[config.mk]
export PLATFORM = sky130hd
export DESIGN_NAME = audio_mixer_lowpass_unit
export DESIGN_NICKNAME = d
export VERILOG_FILES = /design/src/design/aml_pkg.sv /design/src/design/audio_mixer_lowpass_unit.sv
export SDC_FILE = /design/constraint.sdc
export NUM_CORES = 2
export LEC_CHECK = 0
export BUFFER_PORTS_ARGS = -buffer_cell sky130_fd_sc_hd__buf_2
export CORE_ASPECT_RATIO = 1.5
export CORE_UTILIZATION = 35
export CTS_CLUSTER_SIZE = 8
export DETAILED_ROUTE_END_ITERATION = 12
export SLEW_MARGIN = 10
export SYNTH_ARGS = -nofsm -noshare
export SYNTH_HDL_FRONTEND = slang
export SYNTH_SLANG_ARGS = --single-unit
[constraint.sdc]
create_clock -name clk -period 14.9 [get_ports clk]
set_input_delay 2.98 -clock clk [delete_from_list [all_inputs] [get_ports clk]]
set_output_delay 2.98 -clock clk [all_outputs]
set_load 0.02 [all_outputs]
[src/design/aml_pkg.sv]
// Package for the audio mixer low-pass unit: register indexes, arithmetic constants,
// microcode control word types and the microcode ROM.
// Has no dependencies of its own.
`default_nettype none
package aml_pkg;

	localparam int NUM_INPUTS   = 4;
	localparam int CHANNELS_DEF = 4;
	localparam int VOL_W        = 7;
	localparam int SAMPLE_W     = 16;
	localparam int COEF_W       = 16;
	localparam int MEM_W        = 18;
	localparam int SUM_W        = 20;
	localparam int PROD_W       = 48;
	localparam int OPND_W       = 24;
	localparam int PC_W         = 4;

	localparam logic [VOL_W-1:0]  PCT_FULL     = 7'd100;
	localparam logic [27:0]       CHVOL_RESET  = 28'd0;
	localparam logic [COEF_W-1:0] COEF_RESET   = 16'h8000;

	// Division by 100 is a multiply by ceil(2^29 / 100) and a shift right by 29.
	// The result is exact for dividends below 2^22.
	localparam logic [22:0] RECIP_MUL   = 23'd5368710;
	localparam int          RECIP_SHIFT = 29;
	// Dividends are held at 100 * 32768, which is enough to saturate the output.
	localparam logic [21:0] DIV_SAT     = 22'd3276800;

	localparam logic signed [21:0] MEM_MAX22 = 22'sd131071;
	localparam logic signed [21:0] MEM_MIN22 = -22'sd131072;
	localparam logic signed [MEM_W-1:0] MEM_MAX = 18'sd131071;
	localparam logic signed [MEM_W-1:0] MEM_MIN = -18'sd131072;
	localparam logic signed [16:0] OUT_MAX17 = 17'sd32767;

	typedef enum logic [2:0] {
		REG_MASTER = 3'd0,
		REG_CHVOL  = 3'd1,
		REG_COEF0  = 3'd2,
		REG_COEF1  = 3'd3,
		REG_COEF2  = 3'd4,
		REG_COEF3  = 3'd5
	} reg_idx_t;

	typedef enum logic [2:0] {
		MUL_NONE,
		MUL_XVOL,
		MUL_RECIP,
		MUL_DIFFK,
		MUL_SUMMV
	} mul_op_t;

	typedef enum logic [1:0] {
		ALU_NONE,
		ALU_QUOT,
		ALU_UPD,
		ALU_OUT
	} alu_op_t;

	typedef enum logic [1:0] {
		JMP_NEXT,
		JMP_CHLOOP,
		JMP_DONE
	} jmp_t;

	typedef struct packed {
		mul_op_t mul;
		alu_op_t alu;
		jmp_t    jmp;
	} ctrl_t;

	localparam logic [PC_W-1:0] PC_LOOP_TOP = 4'd0;
	localparam logic [PC_W-1:0] PC_LAST     = 4'd8;

	// Steps 0-4 run once per active channel, steps 5-8 once per request.
	function automatic ctrl_t ucode(input logic [PC_W-1:0] pc);
		ctrl_t c;
		c = '{mul: MUL_NONE, alu: ALU_NONE, jmp: JMP_DONE};
		unique case (pc)
			4'd0: c = '{mul: MUL_XVOL,  alu: ALU_NONE, jmp: JMP_NEXT};
			4'd1: c = '{mul: MUL_RECIP, alu: ALU_NONE, jmp: JMP_NEXT};
			4'd2: c = '{mul: MUL_NONE,  alu: ALU_QUOT, jmp: JMP_NEXT};
			4'd3: c = '{mul: MUL_DIFFK, alu: ALU_NONE, jmp: JMP_NEXT};
			4'd4: c = '{mul: MUL_NONE,  alu: ALU_UPD,  jmp: JMP_CHLOOP};
			4'd5: c = '{mul: MUL_SUMMV, alu: ALU_NONE, jmp: JMP_NEXT};
			4'd6: c = '{mul: MUL_RECIP, alu: ALU_NONE, jmp: JMP_NEXT};
			4'd7: c = '{mul: MUL_NONE,  alu: ALU_QUOT, jmp: JMP_NEXT};
			4'd8: c = '{mul: MUL_NONE,  alu: ALU_OUT,  jmp: JMP_DONE};
			default: c = '{mul: MUL_NONE, alu: ALU_NONE, jmp: JMP_DONE};
		endcase
		return c;
	endfunction

endpackage
`default_nettype wire

[src/design/audio_mixer_lowpass_unit.sv]
// Audio mixer with a one-pole low-pass filter per channel, run by a microcoded sequencer
// over one shared 24x24 multiplier. Depends on aml_pkg.
//
// Usage:
//   Input channel (in_valid/in_ready, sample_0..sample_3) takes one request holding
//   one signed sample per sound channel. Output channel (out_valid/out_ready,
//   mixed_sample) returns one mixed sample per request, in order.
//   Configuration is an APB-style port, registers at byte addresses 4*i:
//   0 master_volume, 1 channel_volumes, 2..5 lpf_coef_0..3. pready is always high.
// Sequencing:
//   Each active channel takes five microcode steps (gain multiply, divide by 100 as a
//   reciprocal multiply, quotient, filter multiply, memory update); the final mix takes
//   four more. The single multiplier sets this: the steps run one after another, and a
//   new request is taken only once the sequencer has finished the previous request.
//   in_ready is high whenever the sequencer is idle, also while a result waits.
// Reset:
//   arst_n clears the filter memories, loads the register reset values and empties
//   the output register. No clearing pass is needed.
// Stall:
//   A finished result waits in the output register. If the next result is ready to be
//   written while the previous one is still unread, the sequencer holds on its last
//   step until out_ready takes the older one.
`default_nettype none
module audio_mixer_lowpass_unit
	import aml_pkg::*;
#(
	parameter int CHANNELS = CHANNELS_DEF
) (
	input  wire logic                       clk,
	input  wire logic                       arst_n,
	// APB-style configuration port
	input  wire logic                       psel,
	input  wire logic                       penable,
	input  wire logic                       pwrite,
	input  wire logic [4:0]                 paddr,
	input  wire logic [31:0]                pwdata,
	output logic      [31:0]                prdata,
	output logic                            pready,
	// Input channel
	input  wire logic                       in_valid,
	output logic                            in_ready,
	input  wire logic signed [SAMPLE_W-1:0] sample_0,
	input  wire logic signed [SAMPLE_W-1:0] sample_1,
	input  wire logic signed [SAMPLE_W-1:0] sample_2,
	input  wire logic signed [SAMPLE_W-1:0] sample_3,
	// Output channel
	output logic                            out_valid,
	input  wire logic                       out_ready,
	output logic signed [SAMPLE_W-1:0]      mixed_sample
);

	localparam int NUM_CH = (CHANNELS < NUM_INPUTS) ? CHANNELS : NUM_INPUTS;
	localparam logic [1:0] CH_LAST = 2'(NUM_CH - 1);

	// Configuration registers
	logic [VOL_W-1:0]  master_q;
	logic [27:0]       chvol_q;
	logic [COEF_W-1:0] coef_q [NUM_INPUTS];

	// Sequencer state
	logic            busy_q;
	logic [PC_W-1:0] pc_q;
	logic [1:0]      ch_q;
	logic            out_valid_q;
	logic signed [SAMPLE_W-1:0] out_data_q;

	// Datapath
	logic signed [SAMPLE_W-1:0] x_q [NUM_INPUTS];
	logic signed [MEM_W-1:0]    mem_q [NUM_INPUTS];
	logic signed [PROD_W-1:0]   p_q;
	logic                       neg_q;
	logic signed [16:0]         q_q;
	logic signed [SUM_W-1:0]    sum_q;

	ctrl_t ctrl;
	logic  in_fire;
	logic  step_en;
	logic  cfg_wr;
	logic [1:0] cfg_coef_idx;

	logic [VOL_W-1:0]         vol_raw;
	logic [VOL_W-1:0]         vol_pct;
	logic [VOL_W-1:0]         master_pct;
	logic signed [OPND_W-1:0] mul_a;
	logic signed [OPND_W-1:0] mul_b;
	logic signed [PROD_W-1:0] mul_p;
	logic signed [PROD_W-1:0] p_abs;
	logic [21:0]              p_sat;
	logic [15:0]              quot;
	logic signed [16:0]       quot_s;
	logic signed [18:0]       diff;
	logic signed [35:0]       fprod;
	logic signed [35:0]       fbiased;
	logic signed [20:0]       delta;
	logic signed [21:0]       mem_sum;
	logic signed [MEM_W-1:0]  mem_new;
	logic signed [SAMPLE_W-1:0] out_clamped;

	assign pready    = 1'b1;
	assign in_ready  = !busy_q;
	assign in_fire   = in_valid && in_ready;
	assign out_valid = out_valid_q;
	assign mixed_sample = out_data_q;

	assign ctrl    = ucode(pc_q);
	// The final step waits while an older result is still unread.
	assign step_en = busy_q && !(ctrl.alu == ALU_OUT && out_valid_q && !out_ready);

	// ---------------- Configuration port ----------------
	assign cfg_wr       = psel && penable && pwrite && pready;
	assign cfg_coef_idx = 2'(paddr[4:2] - REG_COEF0);

	always_comb begin
		prdata = '0;
		unique case (reg_idx_t'(paddr[4:2]))
			REG_MASTER: prdata = {25'd0, master_q};
			REG_CHVOL:  prdata = {4'd0, chvol_q};
			REG_COEF0:  prdata = {16'd0, coef_q[0]};
			REG_COEF1:  prdata = {16'd0, coef_q[1]};
			REG_COEF2:  prdata = {16'd0, coef_q[2]};
			REG_COEF3:  prdata = {16'd0, coef_q[3]};
			default:    prdata = '0;
		endcase
	end

	always_ff @(posedge clk or negedge arst_n) begin
		if (!arst_n) begin
			master_q <= PCT_FULL;
			chvol_q  <= CHVOL_RESET;
			for (int i = 0; i < NUM_INPUTS; i++) begin
				coef_q[i] <= COEF_RESET;
			end
		end else if (cfg_wr) begin
			unique case (reg_idx_t'(paddr[4:2]))
				REG_MASTER: master_q <= pwdata[VOL_W-1:0];
				REG_CHVOL:  chvol_q  <= pwdata[27:0];
				REG_COEF0, REG_COEF1, REG_COEF2, REG_COEF3: begin
					coef_q[cfg_coef_idx] <= pwdata[COEF_W-1:0];
				end
				default: ;
			endcase
		end
	end

	// ---------------- Sequencer ----------------
	always_ff @(posedge clk or negedge arst_n) begin
		if (!arst_n) begin
			busy_q      <= 1'b0;
			pc_q        <= PC_LOOP_TOP;
			ch_q        <= 2'd0;
			out_valid_q <= 1'b0;
		end else begin
			if (step_en && ctrl.alu == ALU_OUT) begin
				out_valid_q <= 1'b1;
			end else if (out_valid_q && out_ready) begin
				out_valid_q <= 1'b0;
			end
			if (in_fire) begin
				busy_q <= 1'b1;
				pc_q   <= PC_LOOP_TOP;
				ch_q   <= 2'd0;
			end else if (step_en) begin
				unique case (ctrl.jmp)
					JMP_NEXT: pc_q <= pc_q + 4'd1;
					JMP_CHLOOP: begin
						if (ch_q == CH_LAST) begin
							ch_q <= 2'd0;
							pc_q <= pc_q + 4'd1;
						end else begin
							ch_q <= ch_q + 2'd1;
							pc_q <= PC_LOOP_TOP;
						end
					end
					JMP_DONE: begin
						busy_q <= 1'b0;
						pc_q   <= PC_LOOP_TOP;
					end
					default: ;
				endcase
			end
		end
	end

	// ---------------- Datapath ----------------
	assign vol_raw    = chvol_q[7*ch_q +: VOL_W];
	assign vol_pct    = (vol_raw > PCT_FULL) ? PCT_FULL : vol_raw;
	assign master_pct = (master_q > PCT_FULL) ? PCT_FULL : master_q;

	assign p_abs = p_q[PROD_W-1] ? -p_q : p_q;
	assign p_sat = (p_abs > PROD_W'(DIV_SAT)) ? DIV_SAT : p_abs[21:0];

	assign diff = {{2{q_q[16]}}, q_q} - {mem_q[ch_q][MEM_W-1], mem_q[ch_q]};

	always_comb begin
		mul_a = '0;
		mul_b = '0;
		unique case (ctrl.mul)
			MUL_NONE: begin
				mul_a = '0;
				mul_b = '0;
			end
			MUL_XVOL: begin
				mul_a = {{8{x_q[ch_q][SAMPLE_W-1]}}, x_q[ch_q]};
				mul_b = {17'd0, vol_pct};
			end
			MUL_RECIP: begin
				mul_a = {2'd0, p_sat};
				mul_b = {1'b0, RECIP_MUL};
			end
			MUL_DIFFK: begin
				mul_a = {{5{diff[18]}}, diff};
				mul_b = {8'd0, coef_q[ch_q]};
			end
			MUL_SUMMV: begin
				mul_a = {{4{sum_q[SUM_W-1]}}, sum_q};
				mul_b = {17'd0, master_pct};
			end
			default: begin
				mul_a = '0;
				mul_b = '0;
			end
		endcase
	end

	assign mul_p = mul_a * mul_b;

	// Truncating quotient by 100, with the sign taken before the reciprocal multiply.
	assign quot   = p_q[RECIP_SHIFT +: 16];
	assign quot_s = neg_q ? -$signed({1'b0, quot}) : $signed({1'b0, quot});

	// Division by 32768 rounds toward zero, so negative products get a bias first.
	assign fprod   = p_q[35:0];
	assign fbiased = fprod + (fprod[35] ? 36'sd32767 : 36'sd0);
	assign delta   = fbiased[35:15];
	assign mem_sum = {{4{mem_q[ch_q][MEM_W-1]}}, mem_q[ch_q]} + {delta[20], delta};

	always_comb begin
		if (mem_sum > MEM_MAX22) begin
			mem_new = MEM_MAX;
		end else if (mem_sum < MEM_MIN22) begin
			mem_new = MEM_MIN;
		end else begin
			mem_new = mem_sum[MEM_W-1:0];
		end
	end

	// The quotient cannot fall below -32768, so only the upper bound needs a clamp.
	assign out_clamped = (q_q > OUT_MAX17) ? OUT_MAX17[15:0] : q_q[15:0];

	always_ff @(posedge clk or negedge arst_n) begin
		if (!arst_n) begin
			for (int i = 0; i < NUM_INPUTS; i++) begin
				mem_q[i] <= '0;
			end
		end else if (step_en && ctrl.alu == ALU_UPD) begin
			mem_q[ch_q] <= mem_new;
		end
	end

	always_ff @(posedge clk) begin
		if (in_fire) begin
			x_q[0] <= sample_0;
			x_q[1] <= sample_1;
			x_q[2] <= sample_2;
			x_q[3] <= sample_3;
			sum_q  <= '0;
		end else if (step_en) begin
			if (ctrl.mul != MUL_NONE) begin
				p_q <= mul_p;
			end
			if (ctrl.mul == MUL_RECIP) begin
				neg_q <= p_q[PROD_W-1];
			end
			unique case (ctrl.alu)
				ALU_NONE: ;
				ALU_QUOT: q_q <= quot_s;
				ALU_UPD:  sum_q <= sum_q + {{2{mem_new[MEM_W-1]}}, mem_new};
				ALU_OUT:  out_data_q <= out_clamped;
			endcase
		end
	end

	// ---------------- Assertions ----------------
	a_no_accept_busy: assert property (@(posedge clk) disable iff (!arst_n)
		busy_q |-> !in_ready)
		else $error("request accepted while the sequencer is busy");

	a_pc_range: assert property (@(posedge clk) disable iff (!arst_n)
		busy_q |-> pc_q <= PC_LAST)
		else $error("microcode step counter past the last step");

	a_ch_range: assert property (@(posedge clk) disable iff (!arst_n)
		ch_q <= CH_LAST)
		else $error("channel counter past the last active channel");

	a_result_from_seq: assert property (@(posedge clk) disable iff (!arst_n)
		$rose(out_valid_q) |-> $past(busy_q) && !busy_q)
		else $error("result appeared without finishing a request");

	a_no_overwrite: assert property (@(posedge clk) disable iff (!arst_n)
		(out_valid_q && !out_ready) |=> out_valid_q && $stable(out_data_q))
		else $error("unread result was overwritten or dropped");

endmodule
`default_nettype wire

==> qor.txt <==
status = completed
RSZ-0062 raised after global routing = false
fin crit period = 12.41 ns
post-DP HPWL = 84.84 mm
register bit total from synthesis = 345
first-pass GRT wire length = 167.7 mm
vias in the first global route = 29502
Mapped Cells = 3843
Yosys cell types = 90
max_slew headroom = 23.72%
# resized after CTS = 0
Yosys warnings = 0
synthesis-to-finish area growth = 10.04%
post-route ant nets = 0
Vias/cell = 5.156
most common cell after layout, fill and taps aside = inv_1
type of the worst setup path = reg -> reg
Clock Path Buffers = 3
design area = 41370 um^2
IO buf count = 147
largest net degree at the start of global routing = 103
Total Routing Usage GR = 19.82%
DRT Pass-1 Iters = 8
Post-route DRC = 0
R2R setup slack = 2.49 ns
Final Slew Violations = 0
Reg2Reg Depth = 35
Initial Util = 35.49%
EDFF count, synth = 146
Hold Path End = sum_q[19]
Worst Tran Pin Value = 1.141 ns
commonest cells after routing, fill and taps aside = 738 x inv_1, 460 x fa_1, 418 x nand2_1
Area after DPL = 39910 um^2
most common flop cell mapped by yosys = dfrtp_1
Core Rows = 146
Worst-Skew Late Latency = 0.60 ns
top achievable clock speed = 80.59 MHz
Hold Crit Start = sum_q[19]
via count = 27748
worst hold slack = 0.4669 ns
crit-path max FO = 38
die width = 269.6 um
max cap viols = 0
Syn Std Cell Area = 37600 um^2
Die Span Y = 403.4 um
CP Capture Type = flop
Setup Skew = 0.02315 ns
Top cell by count, worst path = fa_1
Hold Vio Cnt, Final = 0
fin nets = 4754
fin crit share = 83.28%
core area = 106000 um^2
Synth area leader = fa_1
gpl congestion = 0.9127
# hold bufs at CTS = 0
Data arrival, critical path = 12.75 ns
H-Tree Depth = 2
critical register-to-register path startpoint = p_q[0]
Worst Hold Class = reg -> reg
share of the yosys chip area belonging to registers = 24.66%
Crit path largest cell delay = 0.71 ns
total grt overflow = 0
share of flip-flops with an asynchronous set or reset = 51.88%
CTS Buf Count = 49
crit start category = flop
final core occ = 39.05%
Synth Area per Inst = 9.783 um^2
FF-to-FF End = p_q[47]
fillers = 10631
IO Pins = 159
Slowest cell on crit path = or4b_2
Synth top area share = 24.49%
Worst-path clk slew = 0.06 ns
WL final = 106.7 mm
Final setup viols = 0
Synth area leaders = fa_1 24%, edfxtp_1 12%, dfrtp_1 11%, ha_1 8.4%, inv_1 7.4%
initial DRC count = 1473
layout cell share with drive strength beyond 1 = 12.08%
Setup Buffers After CTS = 0
Req. time, crit path = 15.24 ns
clk sinks = 345
die area = 108800 um^2
antenna violations before repair = 6
Routed WL per cell = 19.83 um
CTS tree = yes
clk root buf = clkbuf_16
TNS Setup = 0 ns
hold depth = 1
[area by class of cell]
cell class	count	area (um^2)	area share, %
clock inverters	4	73.82	0.1784
multi-input cells	2598	24960	60.34
clock buffers	86	1375	3.324
well taps	1406	1759	4.252
flip-flops and latches	345	9278	22.42
repair buffers	200	1140	2.755
inverters	739	2774	6.705
diodes	4	10.01	0.02419
[cell families after synthesis]
kind of cell / synth area share (%)
AND/OR/NAND/NOR: 12.12
buffers and inverters: 9.275
adder cells (fa/ha/maj): 32.91
AO/OA/AOI/OAI: 10.15
flip-flops: 24.66
multiplexers: 7.524
XOR/XNOR: 3.331
other: 0.01997
[registers in the layout (all words and copies together) (netlist names), 7 cells and up]
| name | flops |
|---|---|
| chvol_q | 28 |
| coef_q | 64 |
| master_q | 7 |
| mem_q | 72 |
| mixed_sample | 16 |
| p_q | 48 |
| q_q | 17 |
| sum_q | 20 |
| x_q | 64 |
[synthesized netlist by cell type, types with 7 or more instances]
library cell / count
o31ai_1: 19
or3_1: 22
nor4_1: 19
o22ai_1: 11
ha_1: 253
and3_1: 21
and2_1: 63
dfrtp_1: 172
buf_2: 15
dfxtp_1: 20
buf_1: 14
or4_1: 7
nor2b_1: 82
inv_1: 739
mux2_2: 101
mux4_2: 64
nand4_1: 19
fa_1: 460
a22oi_1: 16
o21a_1: 20
a21o_1: 44
dfstp_2: 7
xnor2_1: 100
o31a_1: 8
a211oi_1: 14
clkbuf_1: 127
nand3_1: 41
o21bai_1: 13
a31oi_1: 23
o211ai_1: 14
nor2_1: 149
xor2_1: 43
o41ai_1: 7
nand2_1: 418
a221oi_1: 8
nor3_1: 37
o21ai_0: 182
a21oi_1: 133
nand2b_1: 39
a41oi_1: 9
mux2i_1: 25
edfxtp_1: 146
buf_4: 10
[per-layer routing]
metal | routed length [um] | track usage [%]
met1 | 38910 | 21.66
met2 | 58100 | 37.97
met3 | 4113 | 2.055
met4 | 5555 | 9.280
met5 | 26 | 0
[critical path, delay by kind of cell (launching register included)]
family / cells / cell delay, ns
DFF: 1 / 0.47
buffers and inverters: 6 / 1.37
adders and majority gates: 9 / 4.04
xor gates and xnor gates: 1 / 0.08
AOI/OAI and AO/OA: 11 / 3.01
and+or+nand+nor: 8 / 3.15
[how the worst max path moves through the flow]
stage,startpoint,to,slack [ns],cells past startpoint
after floorplan,ch_q[0],p_q[47],2.66,40
after global placement,p_q[29],p_q[47],2.62,35
after detailed placement,p_q[0],p_q[47],2.64,35
after CTS,p_q[0],p_q[47],2.60,35
after global routing,p_q[29],p_q[47],2.03,35
final,p_q[0],p_q[47],2.49,35
[stage by stage]
stage | setup WS [ns] | instances
2_1_floorplan | 2.660 | 3851
3_3_place_gp | 2.616 | 5288
3_5_place_dp | 2.640 | 5288
4_1_cts | 2.605 | 5378
5_1_grt | 2.027 | 5381
6_report | 2.491 | 5382
Power is not shown: default switching activity piles up to over one toggle a cycle in this logic, so the estimate is an artifact.
